[src/bas_pkg.sv]
`timescale 1ns / 1ps
// shared types, codes and helpers of the bumper avoidance sequencer
package bas_pkg;

  localparam int unsigned TickW    = 16;
  localparam int unsigned NumRegs  = 6;
  localparam int unsigned RegIdxW  = 3;
  localparam int unsigned PaddrW   = 5;
  localparam int unsigned PdataW   = 32;
  localparam int unsigned DriveW   = 3;
  localparam int unsigned CauseW   = 3;

  typedef enum logic [RegIdxW-1:0] {
    REG_REV_SHORT = 3'd0,
    REG_TRN_SHORT = 3'd1,
    REG_REV_BOTH  = 3'd2,
    REG_TRN_BOTH  = 3'd3,
    REG_REV_SIDE  = 3'd4,
    REG_TRN_SIDE  = 3'd5
  } bas_reg_e;

  typedef enum logic [DriveW-1:0] {
    DRV_STOP  = 3'd0,
    DRV_FWD   = 3'd1,
    DRV_REV   = 3'd2,
    DRV_LEFT  = 3'd3,
    DRV_RIGHT = 3'd4
  } bas_drive_e;

  typedef enum logic [CauseW-1:0] {
    CAUSE_NONE       = 3'd0,
    CAUSE_BOTH_FRONT = 3'd1,
    CAUSE_FRONT_LEFT = 3'd2,
    CAUSE_FRONT_RGHT = 3'd3,
    CAUSE_SIDE_LEFT  = 3'd4,
    CAUSE_SIDE_RGHT  = 3'd5
  } bas_cause_e;

  typedef enum logic [3:0] {
    PH_CRUISE  = 4'b0001,
    PH_REVERSE = 4'b0010,
    PH_TURN    = 4'b0100,
    PH_DONE    = 4'b1000
  } bas_phase_e;

  typedef logic [TickW-1:0] bas_tick_t;

  typedef struct packed {
    bas_tick_t rev_short;
    bas_tick_t trn_short;
    bas_tick_t rev_both;
    bas_tick_t trn_both;
    bas_tick_t rev_side;
    bas_tick_t trn_side;
  } bas_cfg_t;

  localparam bas_tick_t RegResetVals [NumRegs] = '{
    16'd1250, 16'd1500, 16'd2000, 16'd3000, 16'd4000, 16'd3000
  };

  // zero duration counts as one tick
  function automatic bas_tick_t at_least_one(input bas_tick_t v);
    return (v == '0) ? bas_tick_t'(1) : v;
  endfunction

  // remaining ticks after the first one of a phase
  function automatic bas_tick_t ticks_after_first(input bas_tick_t v);
    return (v == '0) ? '0 : v - bas_tick_t'(1);
  endfunction

endpackage

[src/bas_if.sv]
`timescale 1ns / 1ps
// request channels of the bumper avoidance sequencer
interface bas_in_if;
  import bas_pkg::*;
  logic valid;
  logic ready;
  logic front_right_level;
  logic front_left_level;
  logic side_left_level;
  logic side_right_level;
  logic remote_level;

  modport source (
    output valid, front_right_level, front_left_level, side_left_level,
           side_right_level, remote_level,
    input  ready
  );
  modport sink (
    input  valid, front_right_level, front_left_level, side_left_level,
           side_right_level, remote_level,
    output ready
  );
endinterface

interface bas_out_if;
  import bas_pkg::*;
  logic              valid;
  logic              ready;
  logic [DriveW-1:0] motor_drive;
  logic [CauseW-1:0] trigger_cause;
  logic              finished;

  modport source (
    output valid, motor_drive, trigger_cause, finished,
    input  ready
  );
  modport sink (
    input  valid, motor_drive, trigger_cause, finished,
    output ready
  );
endinterface

[src/bas_cfg_regs.sv]
`timescale 1ns / 1ps
// apb register file holding the six phase durations
module bas_cfg_regs (
  input  logic                      clk_i,
  input  logic                      rst_ni,
  input  logic                      psel,
  input  logic                      penable,
  input  logic                      pwrite,
  input  logic [bas_pkg::PaddrW-1:0] paddr,
  input  logic [bas_pkg::PdataW-1:0] pwdata,
  output logic [bas_pkg::PdataW-1:0] prdata,
  output logic                      pready,
  output bas_pkg::bas_cfg_t         cfg_o
);
  import bas_pkg::*;

  bas_tick_t            regs_q [NumRegs];
  logic [RegIdxW-1:0]   idx;
  logic                 idx_ok;
  logic                 wr_en;

  assign idx    = paddr[PaddrW-1:2];
  assign idx_ok = (idx < RegIdxW'(NumRegs));
  assign wr_en  = psel && penable && pwrite && idx_ok;
  assign pready = 1'b1;

  always_ff @(posedge clk_i or negedge rst_ni) begin
    if (!rst_ni) begin
      for (int i = 0; i < NumRegs; i++) begin
        regs_q[i] <= RegResetVals[i];
      end
    end else if (wr_en) begin
      regs_q[idx] <= pwdata[TickW-1:0];
    end
  end

  assign prdata = idx_ok ? {{(PdataW-TickW){1'b0}}, regs_q[idx]} : '0;

  assign cfg_o.rev_short = regs_q[REG_REV_SHORT];
  assign cfg_o.trn_short = regs_q[REG_TRN_SHORT];
  assign cfg_o.rev_both  = regs_q[REG_REV_BOTH];
  assign cfg_o.trn_both  = regs_q[REG_TRN_BOTH];
  assign cfg_o.rev_side  = regs_q[REG_REV_SIDE];
  assign cfg_o.trn_side  = regs_q[REG_TRN_SIDE];

endmodule

[src/bas_core.sv]
`timescale 1ns / 1ps
// per-tick phase sequencer with registered drive result
module bas_core (
  input  logic              clk_i,
  input  logic              rst_ni,
  input  bas_pkg::bas_cfg_t cfg_i,
  bas_in_if.sink            in_i,
  bas_out_if.source         out_o
);
  import bas_pkg::*;

  bas_phase_e phase_q, phase_d;
  bas_tick_t  cnt_q, cnt_d;
  bas_tick_t  pend_q, pend_d;
  logic       right_q, right_d;

  logic       out_valid_q;
  bas_drive_e drive_q, drive;
  bas_cause_e cause_q, cause, trig;
  logic       fin_q;

  logic       fr, fl, sl, sr, rem;
  bas_tick_t  sel_rev, sel_trn, turn_cnt;
  logic       sel_right;
  logic       accept;

  assign fr  = !in_i.front_right_level;
  assign fl  = !in_i.front_left_level;
  assign sl  = !in_i.side_left_level;
  assign sr  = !in_i.side_right_level;
  assign rem = !in_i.remote_level;

  // output register frees up when the result is taken
  assign in_i.ready = !out_valid_q || out_o.ready;
  assign accept     = in_i.valid && in_i.ready;

  // trigger priority
  always_comb begin
    trig      = CAUSE_NONE;
    sel_rev   = '0;
    sel_trn   = '0;
    sel_right = 1'b0;
    if (fr && fl) begin
      trig = CAUSE_BOTH_FRONT; sel_rev = cfg_i.rev_both; sel_trn = cfg_i.trn_both;
    end else if (fl) begin
      trig = CAUSE_FRONT_LEFT; sel_rev = cfg_i.rev_short; sel_trn = cfg_i.trn_short;
      sel_right = 1'b1;
    end else if (fr) begin
      trig = CAUSE_FRONT_RGHT; sel_rev = cfg_i.rev_short; sel_trn = cfg_i.trn_short;
    end else if (sl) begin
      trig = CAUSE_SIDE_LEFT; sel_rev = cfg_i.rev_side; sel_trn = cfg_i.trn_side;
    end else if (sr) begin
      trig = CAUSE_SIDE_RGHT; sel_rev = cfg_i.rev_side; sel_trn = cfg_i.trn_side;
      sel_right = 1'b1;
    end
  end

  always_comb begin
    phase_d  = phase_q;
    cnt_d    = cnt_q;
    pend_d   = pend_q;
    right_d  = right_q;
    drive    = DRV_STOP;
    cause    = CAUSE_NONE;
    turn_cnt = cnt_q;
    case (phase_q)
      PH_CRUISE: begin
        if (trig != CAUSE_NONE) begin
          cause   = trig;
          phase_d = PH_REVERSE;
          cnt_d   = ticks_after_first(sel_rev);
          pend_d  = at_least_one(sel_trn);
          right_d = sel_right;
          drive   = DRV_REV;
        end else if (rem) begin
          phase_d = PH_DONE;
        end else begin
          drive = DRV_FWD;
        end
      end
      PH_REVERSE, PH_TURN: begin
        if (phase_q == PH_REVERSE && cnt_q != '0) begin
          cnt_d = cnt_q - bas_tick_t'(1);
          drive = DRV_REV;
        end else begin
          // last reverse tick doubles as the first turn tick
          if (phase_q == PH_REVERSE) begin
            turn_cnt = ticks_after_first(pend_q);
          end
          drive = right_q ? DRV_RIGHT : DRV_LEFT;
          if (turn_cnt != '0) begin
            phase_d = PH_TURN;
            cnt_d   = turn_cnt - bas_tick_t'(1);
          end else begin
            phase_d = PH_CRUISE;
            cnt_d   = '0;
            if (rem) begin
              phase_d = PH_DONE;
              drive   = DRV_STOP;
            end
          end
        end
      end
      PH_DONE: begin
        drive = DRV_STOP;
      end
      default: begin
        drive = DRV_STOP;
      end
    endcase
  end

  always_ff @(posedge clk_i or negedge rst_ni) begin
    if (!rst_ni) begin
      phase_q     <= PH_CRUISE;
      cnt_q       <= '0;
      pend_q      <= '0;
      right_q     <= 1'b0;
      out_valid_q <= 1'b0;
    end else if (accept) begin
      phase_q     <= phase_d;
      cnt_q       <= cnt_d;
      pend_q      <= pend_d;
      right_q     <= right_d;
      out_valid_q <= 1'b1;
    end else if (out_o.ready) begin
      out_valid_q <= 1'b0;
    end
  end

  always_ff @(posedge clk_i) begin
    if (accept) begin
      drive_q <= drive;
      cause_q <= cause;
      fin_q   <= (phase_d == PH_DONE);
    end
  end

  assign out_o.valid         = out_valid_q;
  assign out_o.motor_drive   = drive_q;
  assign out_o.trigger_cause = cause_q;
  assign out_o.finished      = fin_q;

`ifndef SYNTHESIS
  a_done_latched: assert property (@(posedge clk_i) disable iff (!rst_ni)
    phase_q == PH_DONE |=> phase_q == PH_DONE)
    else $error("finished state left without reset");

  a_cause_reverses: assert property (@(posedge clk_i) disable iff (!rst_ni)
    out_valid_q && cause_q != CAUSE_NONE |-> drive_q == DRV_REV)
    else $error("trigger reported without reverse drive");

  a_finished_stops: assert property (@(posedge clk_i) disable iff (!rst_ni)
    out_valid_q && fin_q |-> drive_q == DRV_STOP && cause_q == CAUSE_NONE)
    else $error("motors driven after finish");

  a_result_on_request: assert property (@(posedge clk_i) disable iff (!rst_ni)
    accept |=> out_valid_q)
    else $error("accepted request produced no result");

  a_ready_when_empty: assert property (@(posedge clk_i) disable iff (!rst_ni)
    !out_valid_q |-> in_i.ready)
    else $error("input stalled with empty output register");
`endif

endmodule

[src/bumper_avoidance_sequencer.sv]
`timescale 1ns / 1ps
// bumper avoidance sequencer top level
// result: the drive result of an accepted request is valid in the next cycle
// throughput: one request per cycle unless the output stalls; the register
//   takes the next result in the same cycle that the previous one is taken
// reset: asynchronous active low, clears phase to cruise and restores the
//   duration registers to their defaults
module bumper_avoidance_sequencer (
  input  logic                       clk_i,
  input  logic                       rst_ni,
  bas_in_if.sink                     in_i,
  bas_out_if.source                  out_o,
  input  logic                       psel,
  input  logic                       penable,
  input  logic                       pwrite,
  input  logic [bas_pkg::PaddrW-1:0] paddr,
  input  logic [bas_pkg::PdataW-1:0] pwdata,
  output logic [bas_pkg::PdataW-1:0] prdata,
  output logic                       pready
);
  import bas_pkg::*;

  bas_cfg_t cfg;

  bas_cfg_regs u_cfg_regs (
    .clk_i   (clk_i),
    .rst_ni  (rst_ni),
    .psel    (psel),
    .penable (penable),
    .pwrite  (pwrite),
    .paddr   (paddr),
    .pwdata  (pwdata),
    .prdata  (prdata),
    .pready  (pready),
    .cfg_o   (cfg)
  );

  bas_core u_core (
    .clk_i  (clk_i),
    .rst_ni (rst_ni),
    .cfg_i  (cfg),
    .in_i   (in_i),
    .out_o  (out_o)
  );

endmodule
[src/flat_wrapper.sv]
// flat-port wrapper written by rule: the top's interface ports become plain ports
module bumper_avoidance_sequencer_flat import bas_pkg::*;
  (clk_i, rst_ni, psel, penable, pwrite, paddr, pwdata, prdata, pready, in_i_valid, in_i_front_right_level, in_i_front_left_level, in_i_side_left_level, in_i_side_right_level, in_i_remote_level, in_i_ready, out_o_valid, out_o_motor_drive, out_o_trigger_cause, out_o_finished, out_o_ready);
  bas_in_if in_i_i ();
  bas_out_if out_o_i ();
  input  logic clk_i;
  input  logic rst_ni;
  input  logic psel;
  input  logic penable;
  input  logic pwrite;
  input  logic [bas_pkg::PaddrW-1:0] paddr;
  input  logic [bas_pkg::PdataW-1:0] pwdata;
  output logic [bas_pkg::PdataW-1:0] prdata;
  output logic pready;
  input wire logic [$bits(in_i_i.valid)-1:0] in_i_valid;
  input wire logic [$bits(in_i_i.front_right_level)-1:0] in_i_front_right_level;
  input wire logic [$bits(in_i_i.front_left_level)-1:0] in_i_front_left_level;
  input wire logic [$bits(in_i_i.side_left_level)-1:0] in_i_side_left_level;
  input wire logic [$bits(in_i_i.side_right_level)-1:0] in_i_side_right_level;
  input wire logic [$bits(in_i_i.remote_level)-1:0] in_i_remote_level;
  output wire logic [$bits(in_i_i.ready)-1:0] in_i_ready;
  output wire logic [$bits(out_o_i.valid)-1:0] out_o_valid;
  output wire logic [$bits(out_o_i.motor_drive)-1:0] out_o_motor_drive;
  output wire logic [$bits(out_o_i.trigger_cause)-1:0] out_o_trigger_cause;
  output wire logic [$bits(out_o_i.finished)-1:0] out_o_finished;
  input wire logic [$bits(out_o_i.ready)-1:0] out_o_ready;
  assign in_i_i.valid = in_i_valid;
  assign in_i_i.front_right_level = in_i_front_right_level;
  assign in_i_i.front_left_level = in_i_front_left_level;
  assign in_i_i.side_left_level = in_i_side_left_level;
  assign in_i_i.side_right_level = in_i_side_right_level;
  assign in_i_i.remote_level = in_i_remote_level;
  assign in_i_ready = in_i_i.ready;
  assign out_o_valid = out_o_i.valid;
  assign out_o_motor_drive = out_o_i.motor_drive;
  assign out_o_trigger_cause = out_o_i.trigger_cause;
  assign out_o_finished = out_o_i.finished;
  assign out_o_i.ready = out_o_ready;
  bumper_avoidance_sequencer u_core (.clk_i(clk_i), .rst_ni(rst_ni), .in_i(in_i_i), .out_o(out_o_i), .psel(psel), .penable(penable), .pwrite(pwrite), .paddr(paddr), .pwdata(pwdata), .prdata(prdata), .pready(pready));
endmodule
[config.mk]
export PLATFORM = sky130hd
export DESIGN_NAME = bumper_avoidance_sequencer_flat
export DESIGN_NICKNAME = d
export VERILOG_FILES = /design/src/bas_pkg.sv /design/src/bas_if.sv /design/src/bas_cfg_regs.sv /design/src/bas_core.sv /design/src/bumper_avoidance_sequencer.sv /design/src/flat_wrapper.sv
export SDC_FILE = /design/constraint.sdc
export NUM_CORES = 1
export LEC_CHECK = 0
export BUFFER_PORTS_ARGS = -buffer_cell sky130_fd_sc_hd__buf_2
export CAP_MARGIN = 10
export CELL_PAD_IN_SITES_DETAIL_PLACEMENT = 1
export CELL_PAD_IN_SITES_GLOBAL_PLACEMENT = 2
export CORE_MARGIN = 1
export CORE_UTILIZATION = 39
export DETAILED_ROUTE_END_ITERATION = 12
export GPL_TIMING_DRIVEN = 1
export PLACE_DENSITY = 0.8
export SLEW_MARGIN = 20
export SYNTH_ARGS = -nofsm -noshare
export SYNTH_HDL_FRONTEND = slang
export SYNTH_HIERARCHICAL = 1
export SYNTH_SLANG_ARGS = --single-unit
[constraint.sdc]
create_clock -name clk_i -period 4.07 [get_ports clk_i]
set_input_delay 0.407 -clock clk_i [delete_from_list [all_inputs] [get_ports clk_i]]
set_output_delay 0.407 -clock clk_i [all_outputs]
set_load 0.005 [all_outputs]
==> reports/summary.txt <==
Slowest CP cell: dfrtp_1
Fin nets: 1066
Setup Skew: 0.0157 ns
Crit path DAT: 3.78 ns
Slew margin rel.: 23.9%
Initial antenna violation count: 0
Clock root cell: clkbuf_16
Post-CTS Setup Inserts: 0
Hold_buf cts: 0
Setup crit start kind: flip-flop
Vias: 7898
Highest cell delay on the worst timing path: 0.51 ns
Crit. End Element: flip-flop
DP Area: 10000 sq um
Cell family with most CP delay: compound AO/OA/AOI/OAI gates
Hold Vio Cnt, Final: 0
Mapped cell area: 9470 sq um
Post-synthesis register bit count: 141
Slew Limit Fails: 0
Post-synthesis cell count: 969
Status: finished, final reports clean
Die Footprint: 24900 sq um
Reg2reg setup slack: 0.65 ns
Tmin final: 3.42 ns
Commonest non-fill, non-tap cells in the layout: nand2_1, dfrtp_1, o21ai_0
H-tree levels: 4
Global-route wire length before repair: 47500 um
Total power: 0.00644 W
Final Core Density: 44.8%
Crit-path cells: nor4_4 -> and4_1 -> nor2_1 -> a22oi_1 -> ha_1 -> nand2_1 -> a21oi_1 -> o21ai_1 -> o31ai_1 -> nand3b_1 -> a21oi_1
Crit Path Max Fanout: 8
Cells on worst reg2reg path: 11
Power density over the cells: 610 nW/um^2
Final wirelength: 30300 um
Final period util: 84.1%
DRC Markers: 0
# diodes: 0
Number of port buffers: 55
DR WL/cell: 22.6 um
Max-cap viol count: 0
Number of synthesis warnings: 6
Commonest non-fill, non-tap cell in the layout: nand2_1
Clk sinks: 141
Pre-antenna DRT Iters: 5
Die Wd: 158 um
PostCTS Resize Cnt: 0
Row count: 56
Worst slew pin tran: 1.14 ns
Gr ovfl total: 0
Post-layout instance count excluding filler cells: 1342
Crit-path most repeated cell: a21oi_1
DRT iter0 DRCs: 538
Post-route cell area: 10600 sq um
Die Height: 158 um
Worst-Skew Late Latency: 0.44 ns
CP required: 4.42 ns
Routability cong.: 0.854
Final HPWL DP: 21700 um
Max clock buf depth: 2
Clk pin slew, worst setup/hold paths: 0.07 ns
Gr usage total: 25.5%
FF-to-FF Start: u_core/u_core/pend_q[4]
DR vias/cell: 5.89
Syn-to-layout area delta: 11.7%
Critical path class: flip-flop to flip-flop
RSZ-0062 raised after global routing: false
Synth Flop Type: dfrtp_1
CTS tree: built
Leak: 4.46 nW
Worst Path Buf+Inv: 0
FF-to-FF End: u_core/u_core/cnt_q[14]
Cells after DPL: 1310
Post-synthesis async set-or-reset flop share: 95.0%
Ports: 91
Fmax: 0.292 GHz
Yosys cell types: 91
Peak VDD IR: 0.000314 V
Setup TNS: 0 ns
Worst hold path type: input port to async pin
EDFF count, synth: 7
Share of layout cells above drive strength 1: 21.7%
Final setup viols: 0
Syn Area/Cell: 9.77 sq um
Vias in the first global route: 8031
Core ar.: 23600 sq um
ANT nets after route: 0
CTS Buf Count: 17
Initial Util: 40.1%
Pin count of the biggest net entering global routing: 87
Post-synthesis sequential area ratio: 38.2%
synth_stat cells, drive strengths merged, types with 4 or more instances:
library cell | instances | share of area [%]
a211oi | 5 | 0.40
a21boi | 13 | 1.0
buf | 40 | 3.2
a211o | 6 | 0.56
nand3b | 4 | 0.32
and4 | 4 | 0.37
or3 | 11 | 0.73
clkbuf | 38 | 1.5
a21oi | 32 | 1.7
nor3b | 6 | 0.48
a221o | 5 | 0.53
xor2 | 15 | 1.4
o22a | 15 | 1.4
o21bai | 4 | 0.44
or2 | 4 | 0.26
nor3 | 21 | 1.1
o21a | 8 | 0.63
o22ai | 6 | 0.40
a31oi | 14 | 0.93
o32ai | 4 | 0.37
nor2 | 59 | 3.2
nand2b | 7 | 0.46
o31ai | 13 | 1.0
inv | 15 | 0.59
a311oi | 7 | 0.65
xnor2 | 19 | 1.8
dfstp | 39 | 11
dfrtp | 95 | 25
nand4 | 10 | 0.82
nor4 | 13 | 1.1
ha | 7 | 0.93
edfxtp | 7 | 2.2
a22oi | 24 | 1.9
mux2i | 43 | 4.5
o21ai | 78 | 4.1
nand2 | 99 | 3.9
mux2 | 101 | 12
nor2b | 8 | 0.53
nand3 | 16 | 0.85
where the power goes:
part           internal [W]  switching, W  total, W
combinational       0.00107       0.00156   0.00264
clock              0.000812      0.000714   0.00153
sequential          0.00183      0.000450   0.00228
state kept, by name, indices dropped and copies added, names as in the netlist:
name and flops:
u_core/u_core/out_o.finished 1, u_core/u_cfg_regs/cfg_o 96, u_core/u_core/pend_q 16, u_core/u_core/out_o.motor_drive 3, u_core/u_core/out_o.trigger_cause 3, u_core/u_core/phase_q 4, u_core/u_core/right_q 1, u_core/u_core/cnt_q 16
u_core/u_core/out_o.valid 1
kinds of logic after synthesis:
logic type / Yosys count / synth area share [%]
flip-flops: 141 / 38.2
multiplexers: 144 / 16.6
adder cells (fa/ha/maj): 8 / 1.03
other: 2 / 0.0793
buffers and inverters: 93 / 5.35
AO/OA/AOI/OAI: 268 / 19.7
XOR/XNOR: 34 / 3.15
AND/OR/NAND/NOR: 279 / 16.0
per-stage QoR:
step / hold slack, ns / worst slack [ns]
floorplan: 0.111 / 0.742
CTS: 0.0510 / 0.673
global route: 0.0766 / 0.348
global placement: 0.495 / 0.511
detailed placement: 0.508 / 0.475
finish: 0.0127 / 0.645
metal layers:
metal  vias to the layer above  part of all wire [%]  global-route usage, %
met5                         -                     0                      0
met4                         0                   2.3                   8.88
met3                        42                   4.7                   3.67
met2                       217                    47                   41.3
met1                      3975                    46                   34.6
li1                       3664                     -                      -
how the worst max path moves through the flow:
stage / slack (ns) / endpoint / cells past startpoint / start
after detailed placement: 0.47 / u_core/u_core/cnt_q[8] / 13 / in_i_front_left_level
after CTS: 0.67 / u_core/u_core/cnt_q[14] / 11 / u_core/u_core/pend_q[4]
after global placement: 0.51 / u_core/u_core/cnt_q[8] / 13 / in_i_front_left_level
after floorplan: 0.74 / u_core/u_core/cnt_q[9] / 12 / in_i_front_right_level
final: 0.65 / u_core/u_core/cnt_q[14] / 11 / u_core/u_core/pend_q[4]
after global routing: 0.35 / u_core/u_core/cnt_q[14] / 13 / u_core/u_core/pend_q[0]
final cells by class:
type,instances,area [sq um]
clock inverter,15,150
sequential,141,3610
inverter,15,56.3
multi-input combinational,750,5410
fill,2677,13000
tap,319,399
clock buffer,17,425
timing repair buffer,85,519
Power figures use the tool's default switching activity.
